**src/hdl/svd_pkg.sv**
```systemverilog
`default_nettype none

package svd_pkg;

	localparam int unsigned TokDepth = 4;
	localparam int unsigned ResDepth = 2;
	localparam int unsigned MaxDigits = 7;

	localparam logic [7:0] ChComma = 8'h2c;
	localparam logic [7:0] ChSemi = 8'h3b;
	localparam logic [7:0] ChQuote = 8'h22;
	localparam logic [7:0] ChPlus = 8'h2b;
	localparam logic [7:0] ChSlash = 8'h2f;

	typedef enum logic [2:0] {
		CLS_FINAL,
		CLS_CONT,
		CLS_COMMA,
		CLS_SEMI,
		CLS_QUOTE,
		CLS_OTHER
	} byte_class_t;

	typedef struct packed {
		byte_class_t cls;
		logic [4:0] digit;
	} token_t;

	typedef enum logic [2:0] {
		K_SEG,
		K_END,
		K_BAD_DIGIT,
		K_BAD_LEN,
		K_TOO_MANY,
		K_NO_SRC,
		K_LINE_SEP,
		K_OVERFLOW
	} kind_t;

	typedef enum logic {
		PH_FIRST,
		PH_LATER
	} phase_t;

	typedef struct packed {
		kind_t kind;
		logic signed [31:0] gen_col;
		logic signed [31:0] span_len;
		logic signed [31:0] file_index;
		logic signed [31:0] orig_line;
		logic signed [31:0] orig_col;
		logic is_last;
	} result_t;

endpackage

`default_nettype wire

```
**src/hdl/svd_queue.sv**
```systemverilog
`default_nettype none

module svd_queue #(
	parameter int unsigned WIDTH = 8,
	parameter int unsigned DEPTH = 2
) (
	input wire logic clk,
	input wire logic arst_n,
	input wire logic push,
	input wire logic [WIDTH-1:0] wdata,
	output logic full,
	input wire logic pop,
	output logic [WIDTH-1:0] rdata,
	output logic empty
);

	localparam int unsigned PtrW = (DEPTH > 1) ? $clog2(DEPTH) : 1;
	localparam int unsigned CntW = $clog2(DEPTH + 1);
	localparam logic [PtrW-1:0] LastPtr = PtrW'(DEPTH - 1);
	localparam logic [CntW-1:0] FullCnt = CntW'(DEPTH);

	logic [WIDTH-1:0] mem_q [DEPTH];
	logic [PtrW-1:0] wr_ptr_q;
	logic [PtrW-1:0] rd_ptr_q;
	logic [CntW-1:0] count_q;
	logic do_push;
	logic do_pop;

	assign full = (count_q == FullCnt);
	assign empty = (count_q == '0);
	assign do_push = push && !full;
	assign do_pop = pop && !empty;
	assign rdata = mem_q[rd_ptr_q];

	always_ff @(posedge clk) begin
		if (do_push) begin
			mem_q[wr_ptr_q] <= wdata;
		end
	end

	always_ff @(posedge clk or negedge arst_n) begin
		if (!arst_n) begin
			wr_ptr_q <= '0;
			rd_ptr_q <= '0;
			count_q <= '0;
		end else begin
			if (do_push) begin
				wr_ptr_q <= (wr_ptr_q == LastPtr) ? '0 : wr_ptr_q + PtrW'(1);
			end
			if (do_pop) begin
				rd_ptr_q <= (rd_ptr_q == LastPtr) ? '0 : rd_ptr_q + PtrW'(1);
			end
			if (do_push && !do_pop) begin
				count_q <= count_q + CntW'(1);
			end else if (do_pop && !do_push) begin
				count_q <= count_q - CntW'(1);
			end
		end
	end

endmodule

`default_nettype wire

```
**src/hdl/svd_front.sv**
```systemverilog
`default_nettype none

module svd_front (
	input wire logic [7:0] char_in,
	output svd_pkg::token_t tok
);

	import svd_pkg::*;

	always_comb begin
		tok.cls = CLS_OTHER;
		tok.digit = '0;
		if (char_in inside {[8'h41:8'h5a]}) begin
			tok.cls = CLS_FINAL;
			tok.digit = 5'(char_in - 8'h41);
		end else if (char_in inside {[8'h61:8'h66]}) begin
			tok.cls = CLS_FINAL;
			tok.digit = 5'(char_in - 8'h61 + 8'd26);
		end else if (char_in inside {[8'h67:8'h7a]}) begin
			tok.cls = CLS_CONT;
			tok.digit = 5'(char_in - 8'h67);
		end else if (char_in inside {[8'h30:8'h39]}) begin
			tok.cls = CLS_CONT;
			tok.digit = 5'(char_in - 8'h30 + 8'd20);
		end else if (char_in == ChPlus) begin
			tok.cls = CLS_CONT;
			tok.digit = 5'd30;
		end else if (char_in == ChSlash) begin
			tok.cls = CLS_CONT;
			tok.digit = 5'd31;
		end else if (char_in == ChComma) begin
			tok.cls = CLS_COMMA;
		end else if (char_in == ChSemi) begin
			tok.cls = CLS_SEMI;
		end else if (char_in == ChQuote) begin
			tok.cls = CLS_QUOTE;
		end
	end

endmodule

`default_nettype wire

```
**src/hdl/svd_back.sv**
```systemverilog
`default_nettype none

module svd_back #(
	parameter int unsigned VALUE_WIDTH = 32
) (
	input wire logic clk,
	input wire logic arst_n,
	input wire logic fire,
	input wire svd_pkg::token_t tok,
	output logic emit,
	output svd_pkg::result_t res
);

	import svd_pkg::*;

	phase_t phase_q, n_phase;
	logic [VALUE_WIDTH-1:0] accum_q, n_accum;
	logic [2:0] dcount_q, n_dcount;
	logic mid_q, n_mid;
	logic [2:0] nvals_q, n_nvals;
	logic [31:0] seg_q [4];
	logic [31:0] n_seg [4];
	logic prior_q, n_prior;
	logic [31:0] acc_col_q, n_acc_col;
	logic [31:0] acc_file_q, n_acc_file;
	logic [31:0] acc_line_q, n_acc_line;
	logic [31:0] acc_src_q, n_acc_src;

	logic is_digit;
	logic [5:0] shamt;
	logic [VALUE_WIDTH-1:0] shifted;
	logic [VALUE_WIDTH-1:0] acc_new;
	logic [31:0] mag;
	logic [31:0] value;

	assign is_digit = (tok.cls == CLS_FINAL) || (tok.cls == CLS_CONT);
	assign shamt = ({3'b000, dcount_q} << 2) + {3'b000, dcount_q};
	assign shifted = VALUE_WIDTH'(tok.digit) << shamt;
	assign acc_new = accum_q | shifted;
	// VLQ sign bit: bit 0 is the sign, the rest the magnitude.
	assign mag = 32'(acc_new >> 1);
	assign value = acc_new[0] ? (32'd0 - mag) : mag;

	always_comb begin
		logic do_take;
		logic do_close;
		logic do_fail;
		logic do_clear;
		logic due;
		logic full_seg;
		kind_t fkind;

		do_take = 1'b0;
		do_close = 1'b0;
		do_fail = 1'b0;
		do_clear = 1'b0;
		due = 1'b0;
		full_seg = (nvals_q >= 3'd4);
		fkind = K_BAD_DIGIT;
		emit = 1'b0;
		res = '0;

		n_phase = phase_q;
		n_accum = accum_q;
		n_dcount = dcount_q;
		n_mid = mid_q;
		n_nvals = nvals_q;
		n_seg = seg_q;
		n_prior = prior_q;
		n_acc_col = acc_col_q;
		n_acc_file = acc_file_q;
		n_acc_line = acc_line_q;
		n_acc_src = acc_src_q;

		if (mid_q) begin
			do_take = 1'b1;
		end else if (nvals_q == 3'd0) begin
			if (tok.cls == CLS_QUOTE) begin
				do_clear = 1'b1;
				emit = 1'b1;
				res.kind = K_END;
				res.is_last = 1'b1;
			end else if (phase_q == PH_LATER && tok.cls == CLS_COMMA) begin
				// Repeated commas between segments are skipped.
			end else if (phase_q == PH_LATER && tok.cls == CLS_SEMI) begin
				do_fail = 1'b1;
				fkind = K_LINE_SEP;
			end else begin
				do_take = 1'b1;
			end
		end else if (is_digit) begin
			if (nvals_q >= 3'd5) begin
				do_fail = 1'b1;
				fkind = K_TOO_MANY;
			end else begin
				do_take = 1'b1;
			end
		end else begin
			do_close = 1'b1;
		end

		if (do_take) begin
			if (!is_digit) begin
				do_fail = 1'b1;
				fkind = K_BAD_DIGIT;
			end else if (dcount_q == 3'(MaxDigits)) begin
				do_fail = 1'b1;
				fkind = K_OVERFLOW;
			end else if (tok.cls == CLS_CONT) begin
				n_accum = acc_new;
				n_dcount = dcount_q + 3'd1;
				n_mid = 1'b1;
			end else begin
				if (nvals_q < 3'd4) begin
					n_seg[nvals_q[1:0]] = value;
				end
				if (nvals_q < 3'd5) begin
					n_nvals = nvals_q + 3'd1;
				end
				n_accum = '0;
				n_dcount = '0;
				n_mid = 1'b0;
			end
		end

		if (do_close) begin
			if (!(nvals_q inside {3'd1, 3'd4, 3'd5})) begin
				do_fail = 1'b1;
				fkind = K_BAD_LEN;
			end else if (phase_q == PH_FIRST && !full_seg) begin
				do_fail = 1'b1;
				fkind = K_NO_SRC;
			end else begin
				if (phase_q == PH_FIRST) begin
					n_acc_col = seg_q[0];
					n_acc_file = seg_q[1];
					n_acc_line = seg_q[2];
					n_acc_src = seg_q[3];
					n_prior = 1'b1;
					n_phase = PH_LATER;
				end else begin
					// The earlier segment is due if it had a source; its length is this one's column delta.
					due = prior_q;
					res.gen_col = acc_col_q;
					res.span_len = seg_q[0];
					res.file_index = acc_file_q;
					res.orig_line = acc_line_q;
					res.orig_col = acc_src_q;
					n_acc_col = acc_col_q + seg_q[0];
					if (full_seg) begin
						n_acc_file = acc_file_q + seg_q[1];
						n_acc_line = acc_line_q + seg_q[2];
						n_acc_src = acc_src_q + seg_q[3];
					end
					n_prior = full_seg;
				end
				n_nvals = '0;
				for (int i = 0; i < 4; i++) begin
					n_seg[i] = '0;
				end
				case (tok.cls)
					CLS_COMMA: begin
						emit = due;
						res.kind = K_SEG;
						res.is_last = 1'b0;
					end
					CLS_SEMI: begin
						do_fail = 1'b1;
						fkind = K_LINE_SEP;
					end
					CLS_QUOTE: begin
						do_clear = 1'b1;
						emit = 1'b1;
						res.is_last = 1'b1;
						if (due) begin
							res.kind = K_SEG;
						end else begin
							res = '0;
							res.kind = K_END;
							res.is_last = 1'b1;
						end
					end
					default: begin
						do_fail = 1'b1;
						fkind = K_BAD_DIGIT;
					end
				endcase
			end
		end

		if (do_fail) begin
			do_clear = 1'b1;
			emit = 1'b1;
			res = '0;
			res.kind = fkind;
			res.is_last = 1'b1;
		end

		if (do_clear) begin
			n_phase = PH_FIRST;
			n_accum = '0;
			n_dcount = '0;
			n_mid = 1'b0;
			n_nvals = '0;
			for (int i = 0; i < 4; i++) begin
				n_seg[i] = '0;
			end
			n_prior = 1'b0;
			n_acc_col = '0;
			n_acc_file = '0;
			n_acc_line = '0;
			n_acc_src = '0;
		end
	end

	always_ff @(posedge clk or negedge arst_n) begin
		if (!arst_n) begin
			phase_q <= PH_FIRST;
			accum_q <= '0;
			dcount_q <= '0;
			mid_q <= 1'b0;
			nvals_q <= '0;
			for (int i = 0; i < 4; i++) begin
				seg_q[i] <= '0;
			end
			prior_q <= 1'b0;
			acc_col_q <= '0;
			acc_file_q <= '0;
			acc_line_q <= '0;
			acc_src_q <= '0;
		end else if (fire) begin
			phase_q <= n_phase;
			accum_q <= n_accum;
			dcount_q <= n_dcount;
			mid_q <= n_mid;
			nvals_q <= n_nvals;
			seg_q <= n_seg;
			prior_q <= n_prior;
			acc_col_q <= n_acc_col;
			acc_file_q <= n_acc_file;
			acc_line_q <= n_acc_line;
			acc_src_q <= n_acc_src;
		end
	end

endmodule

`default_nettype wire

```
**src/hdl/source_map_vlq_segment_decoder_top.sv**
```systemverilog
`default_nettype none

// Decodes a source-map mappings string, one byte per word, into segment records.
// Each byte is classified on entry and lands in a four-word token queue; the
// decoder behind it takes one token per cycle while the two-word result queue
// has room, so the block sustains one byte per clock. A result is written into
// the result queue when the decoder takes its byte's token, and shows on the
// result ports once it heads that queue; a receiver that holds off fills the
// result queue, then the token queue, and then raises full. A segment is
// reported only when the next one closes, since its length is that segment's
// column delta; errors and the closing quote give a word with is_last set and
// start a new run. VALUE_WIDTH bounds the bits kept from each VLQ value.

module source_map_vlq_segment_decoder_top #(
	parameter int unsigned VALUE_WIDTH = 32
) (
	input wire logic clk,
	input wire logic arst_n,
	input wire logic push,
	output logic full,
	input wire logic [7:0] char_in,
	output logic empty,
	input wire logic pop,
	output logic [2:0] kind,
	output logic signed [31:0] gen_col,
	output logic signed [31:0] span_len,
	output logic signed [31:0] file_index,
	output logic signed [31:0] orig_line,
	output logic signed [31:0] orig_col,
	output logic is_last
);

	import svd_pkg::*;

	token_t tok_in;
	token_t tok_out;
	logic tok_empty;
	logic res_full;
	logic fire;
	logic emit;
	result_t res_in;
	result_t res_out;

	svd_front u_front (
		.char_in(char_in),
		.tok(tok_in)
	);

	svd_queue #(
		.WIDTH($bits(token_t)),
		.DEPTH(TokDepth)
	) u_tok_queue (
		.clk(clk),
		.arst_n(arst_n),
		.push(push),
		.wdata(tok_in),
		.full(full),
		.pop(fire),
		.rdata(tok_out),
		.empty(tok_empty)
	);

	assign fire = !tok_empty && !res_full;

	svd_back #(
		.VALUE_WIDTH(VALUE_WIDTH)
	) u_back (
		.clk(clk),
		.arst_n(arst_n),
		.fire(fire),
		.tok(tok_out),
		.emit(emit),
		.res(res_in)
	);

	svd_queue #(
		.WIDTH($bits(result_t)),
		.DEPTH(ResDepth)
	) u_res_queue (
		.clk(clk),
		.arst_n(arst_n),
		.push(fire && emit),
		.wdata(res_in),
		.full(res_full),
		.pop(pop),
		.rdata(res_out),
		.empty(empty)
	);

	assign kind = res_out.kind;
	assign gen_col = res_out.gen_col;
	assign span_len = res_out.span_len;
	assign file_index = res_out.file_index;
	assign orig_line = res_out.orig_line;
	assign orig_col = res_out.orig_col;
	assign is_last = res_out.is_last;

endmodule

`default_nettype wire

```
**config.mk**
```make
export PLATFORM = sky130hd
export DESIGN_NAME = source_map_vlq_segment_decoder_top
export DESIGN_NICKNAME = d
export VERILOG_FILES = /design/src/hdl/svd_pkg.sv /design/src/hdl/svd_queue.sv /design/src/hdl/svd_front.sv /design/src/hdl/svd_back.sv /design/src/hdl/source_map_vlq_segment_decoder_top.sv
export SDC_FILE = /design/constraint.sdc
export NUM_CORES = 1
export LEC_CHECK = 0
export BUFFER_PORTS_ARGS = -buffer_cell sky130_fd_sc_hd__buf_4
export CAP_MARGIN = 10
export CORE_UTILIZATION = 55
export DETAILED_ROUTE_END_ITERATION = 10
export MAX_ROUTING_LAYER = met4
export PLACE_DENSITY = 0.81
export SETUP_SLACK_MARGIN = 0.15
export SLEW_MARGIN = 20
export SYNTH_ARGS = -nofsm -noshare
export SYNTH_HDL_FRONTEND = slang
export SYNTH_HIERARCHICAL = 1
export SYNTH_SLANG_ARGS = --single-unit
```
**constraint.sdc**
```tcl
create_clock -name clk -period 25.2 [get_ports clk]
set_clock_uncertainty 0.1 [all_clocks]
set_input_delay 1.26 -clock clk [delete_from_list [all_inputs] [get_ports clk]]
set_output_delay 1.26 -clock clk [all_outputs]
set_load 0.01 [all_outputs]
```
Word-level counts from Yosys, hierarchy flattened
Memory sizes are Yosys's and may differ from the RTL's.
Cells that the tools add are included.
- register bits: 308
- bits in writable memories: 360
- input port bits: 12
- output and inout bits: 166
- logic and storage cells: 284
- memories kept: 2
- memory list (name ; depth ; bits a word ; read ports ; clocked after memory_dff ; wr ports ; line ; RTL):
    u_res_queue.mem_q ; 2 ; 164 ; 1 ; 0 ; 1 ; svd_queue.sv:22 ; logic [WIDTH-1:0] mem_q [DEPTH];
    u_tok_queue.mem_q ; 4 ; 8 ; 1 ; 0 ; 1 ; svd_queue.sv:22 ;
- $add $sub $neg: 22
- $lt $le $gt $ge: 14
- equality and inequality tests: 20
- shifts and indexed selects: 1
- multiplexer cells: 159
- bitwise gates (word level): 3
- reduce and logical (&&, ||, !) cells: 43
- operators by type and width (cell ; count):
    $mux W128 ; 9
    $mux W32 ; 30
    $mux W164 ; 4
    $mux W160 ; 2
    $mux W161 ; 1
    $add A32 B32 Y32 ; 4
    $bwmux W128 ; 1
    $mux W3 ; 34
    $demux W32 S2 ; 1
    $mux W1 ; 63
    $eq A8 B6 Y1 const B ; 5
    $mux W8 ; 5
    $or A32 B32 Y32 ; 1
    $shl A5 B6 Y32 ; 1
    $sub A1 B31 Y32 const A ; 1
    $ge A8 B7 Y1 const B ; 3
    $le A8 B7 Y1 const B ; 3
    $logic_and A1 B1 Y1 ; 18
    $eq A3 B3 Y1 const B ; 5
    $pmux W3 S2 ; 2
    $reduce_bool A2 Y1 ; 6
    $add A5 B5 Y5 const B ; 2
    $sub A5 B1 Y5 const B ; 2
    $add A3 B1 Y3 const B ; 3
    other kinds (30) ; 56

Longest topological paths before layout
Gate-level depths: netlist of run 1.
An unclocked memory read counts as a cell.
- depth in word-level cells: 22
- depth in mapped cells: 18
- mapped depth without buffers: 14

Hierarchy
The synthesis of run 1 kept the hierarchy.
- modules (own cells, without submodules) (module ; instances ; cells each ; area an instance (µm²) ; seq. area each (µm²)):
    svd_back ; 1 ; 2366 ; 20707.4 ; 7432.1
    svd_queue (u_res_queue) ; 1 ; 529 ; 12089.1 ; 9949.5
    svd_queue (u_tok_queue) ; 1 ; 79 ; 1619.1 ; 1136.1
    svd_front ; 1 ; 84 ; 623.1 ; 0.0
    source_map_vlq_segment_decoder_top ; 1 ; 2 ; 16.3 ; 0.0

Worst setup path after synthesis of run 1
No wires, ideal clock.
- path kind: reg2reg
- start point: register u_tok_queue.rd_ptr_q[0]
- end point: memory u_res_queue/mem_q[0][0] (netlist name), enable pin
- library setup time: 690 ps
- data arrival time: 10089 ps
- required time: 24410 ps
- path slack: 14321 ps
- cell stages (with the launch flop): 15
- path buffers: 5
- period minus slack after synthesis: 10879 ps
- cell sequence: dfrtp_1 > buf_2 > mux4_2 > nor2_1 > nand2_1 > a21oi_1 > or4b_1 > clkbuf_1 > clkbuf_1 > clkbuf_1 > clkbuf_1 > a41o_1 > nor3b_2 > nand2_1 > nor2_1
- RTL lines (element ; line ; RTL):
    start: declaration ; svd_queue.sv:24 ; logic [PtrW-1:0] rd_ptr_q;
    start signal: assignment ; svd_queue.sv:51 ; rd_ptr_q <= (rd_ptr_q == LastPtr) ? '0 : rd_ptr_q + PtrW'(1);
    end: declaration ; svd_queue.sv:22 ;

==> metrics.md, run 1 <==
| Metric | Value |
|---|---|
| # IOs | `around 180` |
| Post-synthesis register bit count | `about 670` |
| Cts bufs inserted | `70` |
| Number of global-route vias before repair | `24145` |
| Synth warn | `6` |
| Synth Net Count | `about 3200` |
| CP endpoint kind | `register` |
| Root buffer cell | `clkbuf_16` |
| Outcome | `completed` |
| Post-synth EDFFs | `between 300 and 400` |
| Largest net degree at the start of global routing | `approximately 140` |
| Peak VDD IR | `149 uV` |
| HPWL after DPL | `approximately 58000 um` |
| Setup violators final | `0` |
| RSZ-0062 raised after global routing | `false` |
| Crit share post-route | `roughly a quarter` |
| Clock Latency Late Sink | `just over 0.6 ns` |
| Grt total ovfl | `0` |
| Fraction of registers with async set/reset | `between 40% and 50%` |
| Post-DR vias/cell | `6.08` |
| Pwr/cell area | `126 nW/um2` |
| CTS tree | `built` |
| Max-cap check violation count | `0` |
| Initial Utilization | `~56%` |
| Startpoint Class | `register` |
| Max Fclk | `approximately 0.16 GHz` |
| Worst slew pin tran | `roughly 1.2 ns` |
| Primary FF master, synth | `edfxtp_1` |
| Final Hold Viols | `0` |
| Commonest non-fill, non-tap cell in the layout | `edfxtp_1` |
| Clock sink count | `between 600 and 700` |
| CTS Hold Bufs | `0` |
| Core area | `63100 um2` |
| Post-CTS sizing | `0` |
| Worst EP required | `~26 ns` |
| Post-CTS setup buffers | `0` |
| Final RePlAce weighted congestion | `about 0.93` |
| Slew Viols, Final | `0` |
| Full die area | `approximately 65000 um2` |
| First-pass GRT wire length | `roughly 130000 um` |
| Type of the worst setup path | `reg2reg` |
| DP Area | `between 30000 and 40000 um2` |
| Nets | `~3400` |
| Reg clk slew, reported paths | `about 0.060 ns` |
| HP Class | `reg2reg` |
| R2r setup slk | `about 19 ns` |
| Critical register-to-register path startpoint | `u_tok_queue/rd_ptr_q[0]` |
| Die height | `around 250 um` |
| Antenna violations before repair | `1` |
| CP Capture Point | `u_back/acc_col_q[24]` |
| Port Buf Inserts | `about 180` |
| Residual DRC | `0` |
| Total GRT Usage | `a little over a quarter` |
| Critical path origin | `u_tok_queue/rd_ptr_q[0]` |
| Fin crit period | `slightly above 6 ns` |
| DRT iter0 DRCs | `2051` |
| Setup_tns | `0 ns` |
| FF-to-FF path depth | `14` |
| Distinct cells, synth | `99` |
| Rel. slew slack | `between 10% and 20%` |
| R2R Path End | `u_back/acc_col_q[24]` |
| Syn Inst Count | `3060` |
| Post-route ant nets | `0` |
| Most frequent cells in the layout | `360 x edfxtp_1, 306 x dfrtp_1, 279 x nand2_1` |
| CP arrival | `roughly 6.4 ns` |
| Number of buffers on the longest clock path | `3` |
| Fraction of final layout cells with drive strength greater than 1 | `roughly 17%` |
| Wire per inst | `~21 um` |
| ANT cells | `0` |
| Worst-path fanout max | `62` |
| Syn avg cell area | `about 11 um2` |
| Post-synthesis cell area | `35100 um2` |
| Initial DRT Pass Iterations | `6` |
| Via count | `between 20000 and 25000` |
| Seq/Total Area, Yosys | `between 50% and 60%` |
| H-Tree Depth | `3` |
| Area grow syn2layout | `12.0%` |
| Finished Cell Area | `between 30000 and 40000 um2` |
| Placement Rows | `92` |
| Final WL | `between 80000 and 90000 um` |
| LEAKAGE | `roughly 17 nW` |
| Die Wd | `roughly 250 um` |
## where the power goes
group / internal, mW / switching [mW] / leakage, nW
registers: 1.55 / 0.154 / 7.69
logic: 0.726 / 1.51 / 7.76
clock network: 0.576 / 0.425 / 1.09
## Yosys cell counts (all sizes together) (26+ instances only)
| library cell | number | area [um2] |
|---|---|---|
| buf | 39 | 305 |
| xor2 | 51 | 447 |
| a31oi | 26 | 163 |
| xnor2 | 93 | 830 |
| nand2 | 280 | 1050 |
| ha | 150 | 1880 |
| a21oi | 211 | 1060 |
| and2 | 176 | 1100 |
| dfrtp | 308 | 7710 |
| clkbuf | 109 | 412 |
| nand2b | 27 | 176 |
| o31ai | 55 | 418 |
| a22o | 72 | 632 |
| o21ai | 210 | 1050 |
| nand3 | 38 | 195 |
| mux2i | 77 | 771 |
| mux2 | 175 | 1980 |
| a21o | 71 | 534 |
| nor3 | 38 | 200 |
| nor2 | 127 | 477 |
| inv | 59 | 221 |
| edfxtp | 360 | 10800 |
## per-layer routing
metal	wire [um]	up-vias	global-route usage [%]
li1	-	11582	-
met1	36100	12206	35.7
met2	40800	858	42.7
met3	5270	201	3.67
met4	3410	0	12.1
met5	0	-	-
## layout make-up
type	count	area (um2)
Clock buffer	102	2040
Clock inverter	27	203
Fill cell	4939	23800
Inverter	59	221
Multi-Input combinational cell	2185	15700
Sequential cell	668	18500
Tap cell	846	1060
Timing Repair Buffer	201	1530
## stage by stage
stage | cells | hold WS [ns] | power (mW) | worst slack (ns) | util, %
after detailed placement | 3959 | 0.376 | 3.92 | 19.19 | 58.7
final | 4088 | 0.389 | 4.94 | 19.11 | 62.2
after floorplan | 3060 | 0.350 | 3.05 | 14.32 | -
after global routing | 4088 | 0.433 | 5.15 | 18.68 | 62.2
after global placement | 3959 | 0.363 | 3.88 | 19.31 | 58.6
after CTS | 4088 | 0.390 | 4.93 | 19.15 | 62.2
## registers in the layout, indices dropped and copies added, names as in the netlist, 3 cells and up
name / count
u_tok_queue/mem_q: 32
u_back/seg_q: 128
u_back/acc_file_q: 32
u_back/nvals_q: 3
u_back/acc_src_q: 32
u_back/dcount_q: 3
u_tok_queue/count_q: 3
u_back/acc_col_q: 32
u_back/accum_q: 32
u_res_queue/mem_q: 328
u_back/acc_line_q: 32
## worst max-delay path, cell delays in order, from the launching register on
cell      delay [ns]
dfrtp_1         0.71
mux4_2          0.67
nor3b_1         0.47
nor3_1          0.10
o31a_1          0.36
or4b_4          0.74
buf_4           0.42
a21o_1          0.29
and2_1          0.22
nand2b_1        0.63
buf_4           0.46
nor2_1          0.11
buf_4           0.27
a22oi_1         0.19
o21ai_0         0.13
## worst min-delay path by stage
stage | depth (start not counted) | end | from
after CTS | 2 | u_back/seg_q[63] | u_back/seg_q[63]
final | 2 | u_back/seg_q[63] | u_back/seg_q[63]
after global placement | 2 | u_back/seg_q[95] | u_back/seg_q[95]
after detailed placement | 2 | u_back/seg_q[63] | u_back/seg_q[63]
after floorplan | 2 | u_back/seg_q[31] | u_back/seg_q[31]
after global routing | 2 | u_back/seg_q[63] | u_back/seg_q[63]
## kinds of logic (layout without fill, tap and decap cells)
| group | after synthesis | in the layout | share of synthesized area (%) |
|---|---|---|---|
| AOI/OAI and AO/OA | 824 | 824 | 15.2 |
| and+or+nand+nor | 800 | 800 | 11.5 |
| DFF | 668 | 668 | 52.8 |
| muxes | 262 | 262 | 8.48 |
| buffers and inverters | 207 | 389 | 2.68 |
| adders and majority gates | 155 | 155 | 5.64 |
| xor gates and xnor gates | 144 | 144 | 3.64 |
Note: power is estimated with default switching activity, not from simulation.
==> run 2: changes to the inputs <==
==> constraint.sdc (replaced) <==
create_clock -name clk -period 5.7 [get_ports clk]
set_clock_uncertainty 0.1 [all_clocks]
set_input_delay 0.285 -clock clk [delete_from_list [all_inputs] [get_ports clk]]
set_output_delay 0.285 -clock clk [all_outputs]
set_load 0.01 [all_outputs]
==> run 2 against run 1 <==
Effect of this change: hold slack got worse by 0.34 ns; wire length up 1.5%; sequential cell count did not move; design area increased by 0.74%; sequential share of layout area fell by 0.34 points; cell count increased by 0.71%; critical path depth fell by 4.
==> metrics.md, run 2 (synthesized netlist as in run 1, its figures left out) <==
| Metric | Value |
|---|---|
| Residual DRC | `0` |
| # fillers | `slightly below 5000` |
| Worst slack at placement | `between 0.8 and 0.9 ns` |
| Setup violators final | `0` |
| HP Class | `in2reg` |
| Final WL | `around 87000 um` |
| Outcome | `completed` |
| Worst EP required | `about 6.2 ns` |
| Root buffer cell | `clkbuf_16` |
| Reg clk slew, reported paths | `~0.060 ns` |
| ANT cells | `0` |
| Largest register FFs | `between 300 and 400` |
| Largest net degree at the start of global routing | `roughly 160` |
| Rel. slew slack | `16.9%` |
| Number of global-route vias before repair | `about 24000` |
| RSZ-0062 raised after global routing | `false` |
| Initial DRT Pass Iterations | `8` |
| Die Wd | `approximately 250 um` |
| Hold_ws | `~0.045 ns` |
| Critical-path top delay cell | `xnor2_1` |
| Area grow syn2layout | `12.8%` |
| Biggest register | `u_res_queue/mem_q` |
| CP Capture Point | `u_back/seg_q[109]` |
| Crit path buf inv count | `0` |
| Post-CTS setup buffers | `0` |
| Critical register-to-register path startpoint | `u_tok_queue/rd_ptr_q[0]` |
| Crit-path max cell delay | `between 0.7 and 0.8 ns` |
| Worst Setup Slack, final | `between 0.6 and 0.7 ns` |
| Cell Chain, Critical Path | `mux4_2, mux4_2, mux2_2, a31o_2, a2111o_1, nor4b_4, and2_1, a31oi_1, xnor2_1, a22o_1` |
| Initial Utilization | `between 50% and 60%` |
| Worst slew pin tran | `1.24 ns` |
| Placement Rows | `92` |
| DRT iter0 DRCs | `2355` |
| Core Util, Final | `62.7%` |
| Fin crit period | `approximately 5 ns` |
| Full die area | `~65000 um2` |
| CP arrival | `roughly 5.5 ns` |
| Cts bufs inserted | `a little under 70` |
| Type of the worst setup path | `reg2reg` |
| Critical path origin | `u_tok_queue/rd_ptr_q[0]` |
| H-Tree Depth | `3` |
| Startpoint Class | `register` |
| Peak VDD IR | `slightly below 500 uV` |
| CTS Hold Bufs | `2` |
| Tot Pwr | `approximately 22 mW` |
| Post-DR vias/cell | `just over 6` |
| Final Hold Viols | `0` |
| Commonest non-fill, non-tap cell in the layout | `edfxtp_1` |
| Via count | `25054` |
| CP top delay family | `multiplexers` |
| LEAKAGE | `between 15 and 20 nW` |
| Grt total ovfl | `0` |
| Slew Viols, Final | `0` |
| Pwr/cell area | `between 500 and 600 nW/um2` |
| Max Fclk | `~0.2 GHz` |
| Post-route ant nets | `0` |
| # IOs | `178` |
| Total GRT Usage | `27.8%` |
| Setup_tns | `0 ns` |
| R2R Path End | `u_back/seg_q[109]` |
| Max-cap check violation count | `0` |
| Worst path depth | `10` |
| Clock sink count | `~670` |
| Clock Latency Late Sink | `slightly above 0.6 ns` |
| Die height | `roughly 250 um` |
| Nets | `approximately 3400` |
| Biggest regs | `u_res_queue/mem_q x328, u_back/seg_q x128` |
| Final RePlAce weighted congestion | `about 0.97` |
| Most frequent CP cell | `mux4_2` |
| CP endpoint kind | `register` |
| Crit share post-route | `about nine tenths` |
| HPWL after DPL | `approximately 60000 um` |
| FF-to-FF path depth | `10` |
| CTS tree | `built` |
| R2r setup slk | `between 0.6 and 0.7 ns` |
| Fraction of final layout cells with drive strength greater than 1 | `17.7%` |
| Post-CTS sizing | `0` |
| First-pass GRT wire length | `between 100000 and 150000 um` |
| Core area | `between 60000 and 70000 um2` |
| Number of buffers on the longest clock path | `3` |
| Antenna violations before repair | `1` |
| Port Buf Inserts | `around 180` |
| Wire per inst | `about 21 um` |
| Worst-path fanout max | `11` |
| Most frequent cells in the layout | `360 x edfxtp_1, 306 x dfrtp_1, 278 x nand2_1` |
## run 2: cell count changes in the layout (fill, tap and decap cells not counted), moves of 3 or more
cell	delta
clkbuf_8	-3
buf_4	+20
clkinv_1	+4
inv_6	+5
xnor2_1	+3
xnor2_2	-3
buf_12	+8
clkbuf_1	-3
clkinvlp_4	-4
## run 2: through the flow
step	cell area [um2]	cells
after floorplan	35100	3060
after global placement	37300	3987
after detailed placement	37300	3987
after CTS	39500	4117
after global routing	39600	4117
final	39600	4117
## run 2: cell type report
type | instances | area, um2 | area share [%]
clock buffer | 95 | 1940 | 4.91
timing repair buffer | 231 | 1860 | 4.70
multi-input combinational | 2185 | 15700 | 39.6
sequential | 668 | 18500 | 46.8
tap | 846 | 1060 | 2.68
clock inverter | 33 | 272 | 0.686
inverter | 59 | 221 | 0.560
## run 2: worst min-delay path by stage
stage / from / end / cells after the start
after floorplan: arst_n / u_back/acc_col_q[0] / 0
after global placement: arst_n / u_back/acc_src_q[7] / 1
after detailed placement: arst_n / u_back/acc_src_q[18] / 1
after CTS: char_in[1] / u_tok_queue/mem_q[2][1] / 3
after global routing: push / u_tok_queue/wr_ptr_q[1] / 3
final: char_in[0] / u_tok_queue/mem_q[0][0] / 2
## run 2: power breakdown
part           total [mW]  switching [mW]  internal, mW
combinational        9.97            6.51          3.46
sequential           7.42           0.598          6.83
clock                4.44            1.89          2.54
total                21.8            9.01          12.8
## run 2: worst reg2reg max path, cell delays in order, from the launching register on
cell and delay [ns]:
dfrtp_1 0.69, mux4_2 0.64, mux4_2 0.54, mux2_2 0.32, a31o_2 0.28, a2111o_1 0.47, nor4b_4 0.54, and2_1 0.27
a31oi_1 0.12, xnor2_1 0.73, a22o_1 0.25
## run 2: layer usage
layer	up-vias	global-route usage, %	share of wire [%]
met5	-	-	0
met4	0	11.4	3.9
met3	199	4.55	6.7
met2	918	43.7	48
met1	12296	35.9	42
li1	11641	-	-
